<file path="src/sv/sfd_pkg.sv">
package sfd_pkg;

  // byte codes of the radio frame
  localparam logic [7:0] StartByte = 8'h0F;
  localparam logic [7:0] EndByte   = 8'h00;

  // frame geometry
  localparam int StoredBytes  = 23;
  localparam int DataBytes    = 22;
  localparam int DataBits     = DataBytes * 8;
  localparam int ShiftBits    = StoredBytes * 8;
  localparam int ChanWidth    = 11;
  localparam int IndexWidth   = 5;

  localparam logic [4:0] LastStored   = 5'd23;
  localparam logic [4:0] FirstDigital = 5'd16;
  localparam logic [4:0] LastChan     = 5'd17;

  localparam logic [ChanWidth-1:0] DigitalOn  = 11'd2047;
  localparam logic [ChanWidth-1:0] DigitalOff = 11'd0;

  // one checked frame waiting for the back end
  typedef struct packed {
    logic [1:0]          flags;
    logic [DataBits-1:0] data;
  } frame_t;

  // queue status seen by both sides
  typedef struct packed {
    logic full;
    logic empty;
  } queue_status_t;

endpackage

</file>
<file path="src/sv/sfd_frame_fifo.sv">
module sfd_frame_fifo
  import sfd_pkg::*;
#(
  parameter int Depth = 2
) (
  input  logic          clk,
  input  logic          rst,
  input  logic          push,
  input  frame_t        push_frame,
  input  logic          pop,
  output frame_t        head,
  output queue_status_t status
);

  localparam int PtrW = (Depth > 1) ? $clog2(Depth) : 1;
  localparam int CntW = $clog2(Depth + 1);

  frame_t           slots [Depth];
  logic [PtrW-1:0]  wr_ptr;
  logic [PtrW-1:0]  rd_ptr;
  logic [CntW-1:0]  count;

  // status flags
  assign status.full  = (count == CntW'(Depth));
  assign status.empty = (count == '0);
  assign head         = slots[rd_ptr];

  // storage write
  always_ff @(posedge clk) begin
    if (push) begin
      slots[wr_ptr] <= push_frame;
    end
  end

  // pointers and fill count
  always_ff @(posedge clk) begin
    if (rst) begin
      wr_ptr <= '0;
      rd_ptr <= '0;
      count  <= '0;
    end else begin
      if (push) begin
        wr_ptr <= (wr_ptr == PtrW'(Depth - 1)) ? '0 : wr_ptr + 1'b1;
      end
      if (pop) begin
        rd_ptr <= (rd_ptr == PtrW'(Depth - 1)) ? '0 : rd_ptr + 1'b1;
      end
      if (push && !pop) begin
        count <= count + 1'b1;
      end else if (pop && !push) begin
        count <= count - 1'b1;
      end
    end
  end

  a_no_push_full: assert property (@(posedge clk) disable iff (rst)
    push |-> !status.full)
    else $error("frame pushed into full queue");

  a_no_pop_empty: assert property (@(posedge clk) disable iff (rst)
    pop |-> !status.empty)
    else $error("frame popped from empty queue");

endmodule

</file>
<file path="src/sv/sfd_front.sv">
module sfd_front
  import sfd_pkg::*;
(
  input  logic          clk,
  input  logic          rst,
  input  logic          byte_valid,
  output logic          byte_ready,
  input  logic [7:0]    rx_byte,
  input  queue_status_t status,
  output logic          push,
  output frame_t        push_frame
);

  logic                 in_frame;
  logic [4:0]           byte_position;
  logic [ShiftBits-1:0] frame_shift;
  logic                 accept;
  logic                 at_end;

  // stall only when a finished frame cannot be queued
  assign at_end     = in_frame && (byte_position == LastStored);
  assign byte_ready = !(at_end && status.full);
  assign accept     = byte_valid && byte_ready;

  // good end byte hands the frame over
  assign push             = accept && at_end && (rx_byte == EndByte);
  assign push_frame.data  = frame_shift[DataBits-1:0];
  assign push_frame.flags = frame_shift[DataBits+1:DataBits];

  // byte shifter, oldest byte ends up lowest
  always_ff @(posedge clk) begin
    if (accept && in_frame && !at_end) begin
      frame_shift <= {rx_byte, frame_shift[ShiftBits-1:8]};
    end
  end

  // sync tracking
  always_ff @(posedge clk) begin
    if (rst) begin
      in_frame      <= 1'b0;
      byte_position <= '0;
    end else if (accept) begin
      if (!in_frame) begin
        if (rx_byte == StartByte) begin
          in_frame      <= 1'b1;
          byte_position <= '0;
        end
      end else if (!at_end) begin
        byte_position <= byte_position + 1'b1;
      end else begin
        in_frame      <= 1'b0;
        byte_position <= '0;
      end
    end
  end

  a_pos_range: assert property (@(posedge clk) disable iff (rst)
    byte_position <= LastStored)
    else $error("byte position past end byte");

  a_hunt_pos_zero: assert property (@(posedge clk) disable iff (rst)
    !in_frame |-> byte_position == '0)
    else $error("position not cleared while hunting");

endmodule

</file>
<file path="src/sv/sfd_back.sv">
module sfd_back
  import sfd_pkg::*;
(
  input  logic                  clk,
  input  logic                  rst,
  input  queue_status_t         status,
  input  frame_t                head,
  output logic                  pop,
  output logic                  out_valid,
  input  logic                  out_ready,
  output logic [IndexWidth-1:0] channel_index,
  output logic [ChanWidth-1:0]  channel_value,
  output logic                  last_of_frame
);

  logic                  busy;
  logic [4:0]            chan;
  logic [DataBits-1:0]   work;
  logic [1:0]            flags;
  logic                  advance;
  logic [ChanWidth-1:0]  value_next;

  // one result per cycle while the output register drains
  assign advance = busy && (!out_valid || out_ready);
  assign pop     = !status.empty && (!busy || (advance && chan == LastChan));

  // channel value select
  always_comb begin
    if (chan < FirstDigital) begin
      value_next = work[ChanWidth-1:0];
    end else if (chan == FirstDigital) begin
      value_next = flags[0] ? DigitalOn : DigitalOff;
    end else begin
      value_next = flags[1] ? DigitalOn : DigitalOff;
    end
  end

  // working frame and output payload
  always_ff @(posedge clk) begin
    if (advance) begin
      channel_index <= chan;
      channel_value <= value_next;
      last_of_frame <= (chan == LastChan);
    end
    if (pop) begin
      work  <= head.data;
      flags <= head.flags;
    end else if (advance) begin
      work <= work >> ChanWidth;
    end
  end

  // control
  always_ff @(posedge clk) begin
    if (rst) begin
      busy      <= 1'b0;
      chan      <= '0;
      out_valid <= 1'b0;
    end else begin
      if (advance) begin
        out_valid <= 1'b1;
      end else if (out_ready) begin
        out_valid <= 1'b0;
      end
      if (pop) begin
        busy <= 1'b1;
        chan <= '0;
      end else if (advance) begin
        chan <= chan + 1'b1;
        if (chan == LastChan) begin
          busy <= 1'b0;
        end
      end
    end
  end

  a_chan_range: assert property (@(posedge clk) disable iff (rst)
    busy |-> chan <= LastChan)
    else $error("channel counter out of range");

  a_last_index: assert property (@(posedge clk) disable iff (rst)
    out_valid && last_of_frame |-> channel_index == LastChan)
    else $error("frame end not on last channel");

  a_held_stall: assert property (@(posedge clk) disable iff (rst)
    out_valid && !out_ready |=> out_valid && $stable(channel_index))
    else $error("stalled result changed");

endmodule

</file>
<file path="src/sv/sbus_frame_decoder_unit.sv">
// channel  dir  tdata bits                          tlast          tuser
// s_axis   in   [7:0] rx_byte                       -              -
// m_axis   out  [4:0] channel_index, [15:5] value   last_of_frame  -
//
// one byte accepted per cycle; a good frame of 25 bytes yields 18 results,
// issued one per cycle by the back end unless stalled, so results drain before
// the next frame completes. the two-frame queue decouples the byte side from
// the result side. the byte side stalls only on an end byte while the queue is
// full. synchronous active-high rst returns to hunting and drops queued frames.
module sbus_frame_decoder_unit
  import sfd_pkg::*;
#(
  parameter int FrameQueueDepth = 2
) (
  input  logic        clk,
  input  logic        rst,
  input  logic        s_tvalid,
  output logic        s_tready,
  input  logic [7:0]  s_tdata,   // [7:0] rx_byte
  output logic        m_tvalid,
  input  logic        m_tready,
  output logic [15:0] m_tdata,   // [4:0] channel_index, [15:5] channel_value
  output logic        m_tlast    // last_of_frame
);

  queue_status_t         status;
  logic                  push;
  logic                  pop;
  frame_t                push_frame;
  frame_t                head;
  logic [IndexWidth-1:0] channel_index;
  logic [ChanWidth-1:0]  channel_value;

  // byte sync and frame capture
  sfd_front u_front (
    .clk        (clk),
    .rst        (rst),
    .byte_valid (s_tvalid),
    .byte_ready (s_tready),
    .rx_byte    (s_tdata),
    .status     (status),
    .push       (push),
    .push_frame (push_frame)
  );

  // checked frames waiting for unpack
  sfd_frame_fifo #(
    .Depth (FrameQueueDepth)
  ) u_fifo (
    .clk        (clk),
    .rst        (rst),
    .push       (push),
    .push_frame (push_frame),
    .pop        (pop),
    .head       (head),
    .status     (status)
  );

  // channel unpack and result register
  sfd_back u_back (
    .clk           (clk),
    .rst           (rst),
    .status        (status),
    .head          (head),
    .pop           (pop),
    .out_valid     (m_tvalid),
    .out_ready     (m_tready),
    .channel_index (channel_index),
    .channel_value (channel_value),
    .last_of_frame (m_tlast)
  );

  assign m_tdata = {channel_value, channel_index};

endmodule

</file>
<file path="config.mk">
export PLATFORM = sky130hd
export DESIGN_NAME = sbus_frame_decoder_unit
export DESIGN_NICKNAME = d
export VERILOG_FILES = /design/src/sv/sfd_pkg.sv /design/src/sv/sfd_frame_fifo.sv /design/src/sv/sfd_front.sv /design/src/sv/sfd_back.sv /design/src/sv/sbus_frame_decoder_unit.sv
export SDC_FILE = /design/constraint.sdc
export NUM_CORES = 1
export LEC_CHECK = 0
export BUFFER_PORTS_ARGS = -buffer_cell sky130_fd_sc_hd__buf_2
export CORE_MARGIN = 4
export CORE_UTILIZATION = 63
export CTS_CLUSTER_SIZE = 20
export DETAILED_ROUTE_END_ITERATION = 6
export PLACE_DENSITY = 0.89
export SLEW_MARGIN = 20
export SYNTH_ARGS = -nofsm -noshare
export SYNTH_HDL_FRONTEND = slang
export SYNTH_HIERARCHICAL = 1
export SYNTH_SLANG_ARGS = --single-unit
</file>
<file path="constraint.sdc">
create_clock -name clk -period 14.2 [get_ports clk]
set_input_delay 2.13 -clock clk [delete_from_list [all_inputs] [get_ports clk]]
set_output_delay 2.13 -clock clk [all_outputs]
set_load 0.03 [all_outputs]
</file>
==> impl_metrics.toml, run 1 <==
[synth]
ys_seq_area_frac = 0.7520
synth_area_leaders = "edfxtp_1 (74%), mux2_4 (13%), buf_4 (4.5%)"
synth_cell_type_count = 44
netlist_area_um2 = 29830
yosysTopAreaCell = "edfxtp_1"
synth_cells = 1447
yosysMostFrequentCell = "edfxtp_1"
ys_ff_latch = 753
avgSynthCellArea_um2 = 20.61
synth_fp_nets = 1464
synth_edf_count = 735
synth_commonest_cells = "edfxtp_1 (735), mux2_4 (251), buf_4 (178)"
synth_top_area_share = 0.7399
ys_async_sr_fraction = 0
synth_ff_type = "edfxtp_1"
synth_warnings = 6

[grt]
track_usage = 0.2063
grt_overflow = 0
grt_max_degree = 179
grt_pass1_vias = 12780
antenna_found_initial = 0
grt_pass1_wl_um = 78840

[power_and_ir_drop]
p_seq_frac = 0.503
power_frac_comb = 0.219
pwr-share-clk = 0.278
irDropWorstVdd_mv = 0.3333
p_per_area_nw_per_um2 = 197.6
p_int_mw = 4.590
swShare = 0.2554
switchingPower_mw = 1.574
p_leak_nw = 10.82

[route]
antenna_left = 0
first_pass_iters = 5
first_iter_violations = 1190
postRouteWirelength_um = 52180
vias = 11810
drt_drc_violations_left = 0
wl_per_cell_um = 26.16
via_per_inst = 5.921

[placement]
dp.cells = 1877
hpwl_um = 25360
place_congestion = 0.7237
dpl_worst_slack_ns = 7.649
portBuffers = 30

[critical_path]
worstPathRequired_ns = 14.53
critPathLaunchType = "input pin"
cp.arrival_ns = 6.09
cp_max_fo = 53
crit_type = "in -> reg"
cp-end-kind = "register"

[timing]
finClkSkew_ns = 0.02448
setup-violations-final = 0
setup_slack_ns = 8.436
finalCriticalPeriod_ns = 5.764
slew_headroom = 0.1084
tightest_slew_ns = 1.337
maxClockFrequency_mhz = 173.5
finalCritPeriodShare = 0.4059
hold_viol = 0
rsz0062_at_grt = "false"
final_max_slew_viol_count = 0
fin_hold_ws_ns = 0.4261
setup_tns_ns = 0

[final_layout]
n_antenna_cell = 0
drive_above_1_share = 0.3350
nets = 1357
final_core_util = 0.6686
syn2layout_area_growth_pct = 4.576
stdcell_count = 1995
fillers = 2646

[clock_network]
htree_levels = 3
post_cts_resized = 0
cts_hold_buf = 0
cts_buffers = 68
postCtsSetupRepairBufs = 0
cts.path.max_buffers = 3
cts.clk_slew.worst_paths_ns = 0.06
cts_root_buf = "clkbuf_16"
cts_sinks = 753
clkLatencyLatePin_ns = 0.59
cts_tree = "done"

[status]
outcome = "completed"

[job]
cap_violations = 0

[die]
coreArea_um2 = 46650
fp.dieH_um = 225.6
num_rows = 79
die_w_um = 225.6
die-area_um2 = 50890
ios = 31
start_util = 0.6393

[min_path]
hold_class = "reg -> reg"
## routing by layer
metal  up-vias  track usage  share of wire
li1       5141            -              -
met4         0      0.06125          0.030
met5         -            0              0
met1      6154       0.2512           0.37
met2       409       0.3822           0.55
met3       109      0.03250          0.044
## power groups by stage
stage,clock network (mW),logic [mW],registers [mW]
after floorplan,0,1.09,3.19
after global placement,0,1.25,3.10
after detailed placement,0,1.31,3.13
after CTS,1.74,1.36,3.11
after global routing,1.84,1.42,3.12
final,1.71,1.35,3.10
## final timing paths
check | start | end | slack (ns) | cells after the start
max | m_tready | u_back/work[71] | 8.44 | 6
min | u_front/frame_shift[181] | u_front/frame_shift[173] | 0.43 | 0
max reg2reg | u_front/byte_position[0] | u_fifo/slots[1][95] | 9.42 | 7
min reg2reg | u_front/frame_shift[181] | u_front/frame_shift[173] | 0.43 | 0
## cell type report
type	count	area (um^2)	area share
Timing Repair Buffer	45	291.5	0.009346
Clock buffer	100	1926	0.06173
Sequential cell	753	22440	0.7192
Tap cell	607	759.5	0.02435
Multi-Input combinational cell	451	5599	0.1795
Clock inverter	18	103.9	0.003329
Inverter	21	78.83	0.002527
## kinds of logic after synthesis
logic type,Yosys count,share of synthesized area
DFF,753,0.7520
muxes,357,0.1658
buffers and inverters,243,0.06128
and+or+nand+nor,58,0.01158
AOI/OAI and AO/OA,27,0.006082
adders and majority gates,5,0.002097
xor gates and xnor gates,4,0.001175
## cells in the final DEF (no fill, tap or decap), drive strengths merged, types with 10 or more instances in the layout
master,count
nor2,10
and2,12
clkinv,16
edfxtp,735
mux2i,14
buf,45
clkbuf,100
dfxtp,18
nand2,10
inv,22
mux2,343
## state kept, by name (all words and copies together), names as in the netlist, named ones only
signal,count
u_back/busy,1
u_back/out_valid,1
u_front/in_frame,1
u_back/last_of_frame,1
u_fifo/slots,356
u_front/frame_shift,184
u_back/channel_index,5
u_back/channel_value,11
u_front/byte_position,5
u_back/flags,2
u_fifo/count,2
u_fifo/rd_ptr,1
u_back/chan,5
u_fifo/wr_ptr,1
u_back/work,176
## stage by stage
stage	power (mW)	instance area, um^2
final	6.164	31190
after detailed placement	4.440	29160
after CTS	6.204	31190
after floorplan	4.280	29830
after global routing	6.379	31190
after global placement	4.345	29160
## worst max-delay path, stage by stage
cell and delay [ns]:
buf_2 0.12, nor2b_1 0.83, o31a_4 0.76, buf_4 0.78, buf_4 0.96, mux2_4 0.37
(Power assumes the default switching activity.)
==> run 2, diff against run 1 <==
Settings changed: CORE_UTILIZATION 63 to 57, PLACE_DENSITY 0.89 to 0.86.
Clock period 14.2 ns to 4.85 ns, I/O delays scaled along.
==> run 2 against run 1 <==
  * Non-clock buffer count is 3 higher
  * Via count down 1.5%
  * Clock-buffer cell count down 18
  * Total power increased to 2.9 times the previous value
  * Die area rose by 10%
  * First-iteration DRC count down 20%
  * Sequential share of layout area is 0.80 points lower
  * Combinational power increased to 2.9 times the previous value
  * Clock power grew to 3.0 times the previous value
  * Critical endpoint is now u_fifo/slots[0][14]
==> impl_metrics.toml, run 2 (synthesis results as in run 1) <==
[timing]
maxClockFrequency_mhz = 305.5
finalCriticalPeriod_ns = 3.273
rsz0062_at_grt = "false"
finClkSkew_ns = 0.02693
tightest_slew_ns = 1.143
slew_headroom = 0.2383
setup_tns_ns = 0
finalCritPeriodShare = 0.6748
final_max_slew_viol_count = 0
hold_viol = 0
setup-violations-final = 0

[critical_path]
critPathLaunchType = "register"
timing.critical_path.from = "u_front/byte_position[0]"
r2r_slack_ns = 1.58
crit_type = "reg -> reg"
worstPathRequired_ns = 5.06
cp_num_buf_inv = 1
slowest_delay_ns = 0.63
critPathSlowestCell = "nor2b_4"
cp-end-kind = "register"
path_delay_family = "simple AND/OR/NAND/NOR gates"
cp_max_fo = 79
ff2ff_path_depth = 6
path_cells = "ha_1, and4b_1, a21o_1, nor4_2, nor2b_4, buf_12"
r2r_end = "u_fifo/slots[0][14]"
cp.arrival_ns = 3.48
rr_startpoint = "u_front/byte_position[0]"

[die]
start_util = 0.5779
num_rows = 83
fp.dieH_um = 236.8
ios = 31
die_w_um = 236.8
coreArea_um2 = 51610
die-area_um2 = 56060

[final_layout]
final_common_cell = "edfxtp_1"
nets = 1360
final_core_util = 0.6111
final_cell_mix = "edfxtp_1 (735), mux2_4 (251), mux2_2 (77)"
regArea_um2 = 22440
drive_above_1_share = 0.3498
syn2layout_area_growth_pct = 5.747
reg_top3 = "u_fifo/slots: 356 flops, u_front/frame_shift: 184 flops, u_back/work: 176 flops"
n_antenna_cell = 0
fillers = 3244
stdcell_count = 2075
multi_input_comb_area_um2 = 5605
largest-register = "u_fifo/slots"
largest_reg_flops = 356

[power_and_ir_drop]
pwr-share-clk = 0.286
p_seq_frac = 0.497
p_per_area_nw_per_um2 = 576.3
power_frac_comb = 0.217
swShare = 0.2542
p_leak_nw = 10.93
p_int_mw = 13.56
irDropWorstVdd_mv = 0.6173
switchingPower_mw = 4.621

[clock_network]
postCtsSetupRepairBufs = 0
cts.path.max_buffers = 3
cts.clk_slew.worst_paths_ns = 0.06
cts_root_buf = "clkbuf_16"
cts_hold_buf = 0
cts_sinks = 753
cts_tree = "done"
htree_levels = 3
clkLatencyLatePin_ns = 0.59
post_cts_resized = 0
cts_buffers = 68

[route]
antenna_left = 0
via_per_inst = 5.610
vias = 11640
drt_drc_violations_left = 0
postRouteWirelength_um = 49680
wl_per_cell_um = 23.94
first_pass_iters = 5
first_iter_violations = 953

[min_path]
hold_end = "u_front/frame_shift[182]"
hold_class = "in -> reg"
hold_depth = 1
hold_start = "s_tdata[6]"

[grt]
grt_max_degree = 177
grt_pass1_vias = 12760
track_usage = 0.1767
antenna_found_initial = 0
grt_overflow = 0
grt_pass1_wl_um = 76450

[placement]
dp.cells = 1953
place_congestion = 0.7328
portBuffers = 30
hpwl_um = 24610

[job]
cap_violations = 0

[status]
outcome = "completed"
[run 2: cell count changes in the layout (fill, tap and decap cells not counted), sizes merged]
cell / change
buf: +3
inv: +3
bufinv: +3
clkinvlp: +3
clkinv: +13
clkbuf: -18
[run 2: cell type report]
class,count,area share
inverters,21,0.002499
well taps,680,0.02697
flip-flops and latches,753,0.7113
clock inverters,40,0.01051
multi-input cells,451,0.1777
clock buffers,82,0.05764
repair buffers,48,0.01341
[run 2: power groups by stage]
stage / Sequential, mW / Combinational, mW / Clock, mW
after detailed placement: 9.13 / 3.85 / 0
after floorplan: 9.06 / 3.22 / 0
final: 9.04 / 3.94 / 5.20
after global placement: 9.05 / 3.69 / 0
after CTS: 9.05 / 3.98 / 5.32
after global routing: 9.10 / 4.14 / 5.61
[run 2: worst reg2reg max path, stage by stage, from the launching register on]
cell and delay [ns]:
dfxtp_1 0.35, ha_1 0.26, and4b_1 0.28, a21o_1 0.28, nor4_2 0.53, nor2b_4 0.63
buf_12 0.41
[run 2: per-layer routing]
layer / track usage / vias up / wire length (um)
met2: 0.3258 / 338 / 27390
li1: - / 5153 / -
met4: 0.05821 / 0 / 1358
met1: 0.2123 / 6054 / 18990
met3: 0.02830 / 96 / 1931
met5: 0 / - / 0
[run 2: metrics by stage]
stage,power [mW],hold WS (ns),instance area [um^2],setup slack (ns)
floorplan,12.28,0.4003,29860,0.03426
global placement,12.73,0.4063,29390,1.528
detailed placement,12.98,0.4054,29390,1.476
CTS,18.35,0.2998,31540,1.616
global route,18.85,0.3157,31540,1.375
finish,18.18,0.3388,31540,1.577
[run 2: worst max-delay path by stage]
stage / end / slack (ns) / cells past startpoint
after detailed placement: u_fifo/slots[1][63] / 1.48 / 5
after floorplan: u_fifo/slots[0][0] / 0.03 / 3
final: u_fifo/slots[0][14] / 1.58 / 6
after global routing: u_fifo/slots[1][63] / 1.37 / 6
after CTS: u_fifo/slots[1][63] / 1.62 / 6
after global placement: u_fifo/slots[0][14] / 1.53 / 5
==> run 3, diff against run 2 <==
Clock period 4.85 ns to 2.9 ns, I/O delays scaled along.
==> run 3 against run 2 <==
  * Worst hold slack lost 0.30 ns
  * Critical endpoint is now u_fifo/slots[0][27]
  * First-iteration DRC count decreased by 6.0%
  * Global-route usage up 0.52 points
  * Clock-buffer cell count increased by 8
  * Total power grew 71%
  * Combinational power grew 80%
  * Non-clock buffer count rose by 30
  * Highest routed layer unchanged
  * Sequential cell count unchanged
==> impl_metrics.toml, run 3 (synthesis results as in run 1) <==
[min_path]
hold_class = "in -> reg"

[critical_path]
r2r_end = "u_fifo/slots[0][27]"
critPathLaunchType = "register"
timing.critical_path.from = "u_front/byte_position[0]"
cp-end-kind = "register"
worstPathRequired_ns = 3.13
ff2ff_path_depth = 6
cp.arrival_ns = 2.90
cp_max_fo = 83
crit_path_end = "u_fifo/slots[0][27]"
rr_startpoint = "u_front/byte_position[0]"
r2r_slack_ns = 0.23
path_cells = "ha_4, and4b_1, inv_1, nor4_4, nor2b_4, buf_12"
crit_type = "reg -> reg"
slowest_delay_ns = 0.43
critPathSlowestCell = "nor4_4"

[route]
wirelength_met1_um = 19790
via_per_inst = 5.560
wl_per_cell_um = 24.08
first_pass_iters = 5
postRouteWirelength_um = 50830
vias = 11740
met3_length_um = 2051
drt_drc_violations_left = 0
antenna_left = 0
maxUsedRoutingLayer = "met4"
first_iter_violations = 896
wl_met2_um = 27730

[grt]
track_usage = 0.1820
grt_max_degree = 84
grt_pass1_wl_um = 78270
antenna_found_initial = 0
grt_pass1_vias = 12770
grt_overflow = 0

[clock_network]
clkLatencyLatePin_ns = 0.60
cts_root_buf = "clkbuf_16"
cts.clk_slew.worst_paths_ns = 0.06
cts_hold_buf = 0
post_cts_resized = 0
cts_sinks = 753
htree_levels = 3
cts_tree = "done"
cts_buffers = 70
cts.path.max_buffers = 3
postCtsSetupRepairBufs = 0

[die]
start_util = 0.5779
fp.dieH_um = 236.8
ios = 31
num_rows = 83
die_w_um = 236.8
coreArea_um2 = 51610
die-area_um2 = 56060

[final_layout]
largest-register = "u_fifo/slots"
final_common_cell = "edfxtp_1"
largest_reg_flops = 356
nets = 1392
drive_above_1_share = 0.3676
syn2layout_area_growth_pct = 7.429
n_antenna_cell = 0
reg_top3 = "u_fifo/slots: 356 flops, u_front/frame_shift: 184 flops, u_back/work: 176 flops"
final_cell_mix = "edfxtp_1 (735), mux2_4 (251), mux2_2 (77)"
fin_area_um2 = 32040

[timing]
tightest_slew_ns = 0.6533
finalCriticalPeriod_ns = 2.670
maxClockFrequency_mhz = 374.5
finalCritPeriodShare = 0.9208
slew_headroom = 0.5644
setup-violations-final = 0
rsz0062_at_grt = "false"
finClkSkew_ns = 0.01625
hold_viol = 0
final_max_slew_viol_count = 0

[placement]
portBuffers = 30
dpl-instance-area_um2 = 29810
hpwl_um = 27040
place_congestion = 0.7345

[status]
outcome = "completed"

[power_and_ir_drop]
p_per_area_nw_per_um2 = 969.6
irDropWorstVdd_mv = 0.8199
p_leak_nw = 11.19
p_total_mw = 31.07

[job]
cap_violations = 0
## run 3: cell types whose count changed in the layout (fill, tap and decap cells not counted), sizes merged
cell      previous run  this run
inv                 25        26
clkbuf              82        90
clkinv              29        28
clkinvlp             3         1
buf                 48        78
## run 3: power by group
part	switching, mW	leakage, nW	total, mW	internal [mW]
Combinational	3.41	3.22	7.11	3.70
Sequential	0.638	6.87	15.0	14.4
Clock	3.87	1.10	8.96	5.09
Total	7.92	11.2	31.1	23.1
## run 3: final cells by class
| class | instances | area [um^2] |
|---|---|---|
| flip-flops and latches | 753 | 22440 |
| multi-input cells | 451 | 5644 |
| clock inverters | 38 | 300.3 |
| fillers | 3219 | 19570 |
| clock buffers | 90 | 1931 |
| repair buffers | 78 | 798.3 |
| inverters | 21 | 78.83 |
| well taps | 680 | 850.8 |
## run 3: critical path: cells and delay by family, from the launching register on
kind / cells / cell delay, ns
adders and majority gates: 1 / 0.16
buffers and inverters: 2 / 0.53
DFF: 1 / 0.39
and+or+nand+nor: 3 / 1.09
## run 3: worst min path at each step
stage,from,to,slack (ns),depth (start not counted)
5_1_grt,s_tdata[4],u_front/frame_shift[180],0.02,1
3_5_place_dp,u_front/frame_shift[180],u_front/frame_shift[172],0.41,0
3_3_place_gp,u_front/frame_shift[180],u_front/frame_shift[172],0.41,0
2_1_floorplan,u_front/frame_shift[178],u_front/frame_shift[170],0.40,0
4_1_cts,s_tdata[4],u_front/frame_shift[180],0.01,1
6_report,s_tdata[7],u_front/frame_shift[183],0.04,1
## run 3: per-stage QoR
stage / utilization / TNS [ns] / instances / setup slack [ns] / hold WS, ns
floorplan: - / -908.98 / 1447 / -1.606 / 0.4003
global placement: 0.5776 / 0 / 1983 / 0.3121 / 0.4076
detailed placement: 0.5776 / 0 / 1983 / 0.2556 / 0.4063
CTS: 0.6209 / 0 / 2111 / 0.2655 / 0.01138
global route: 0.6209 / 0 / 2111 / 0.09662 / 0.01647
finish: 0.6209 / 0 / 2111 / 0.2297 / 0.03722
## run 3: per-layer routing
metal / vias up / GRT usage
li1: 5218 / -
met1: 6111 / 0.2218
met2: 316 / 0.3337
met3: 93 / 0.03331
met4: 0 / 0.04989
met5: - / 0
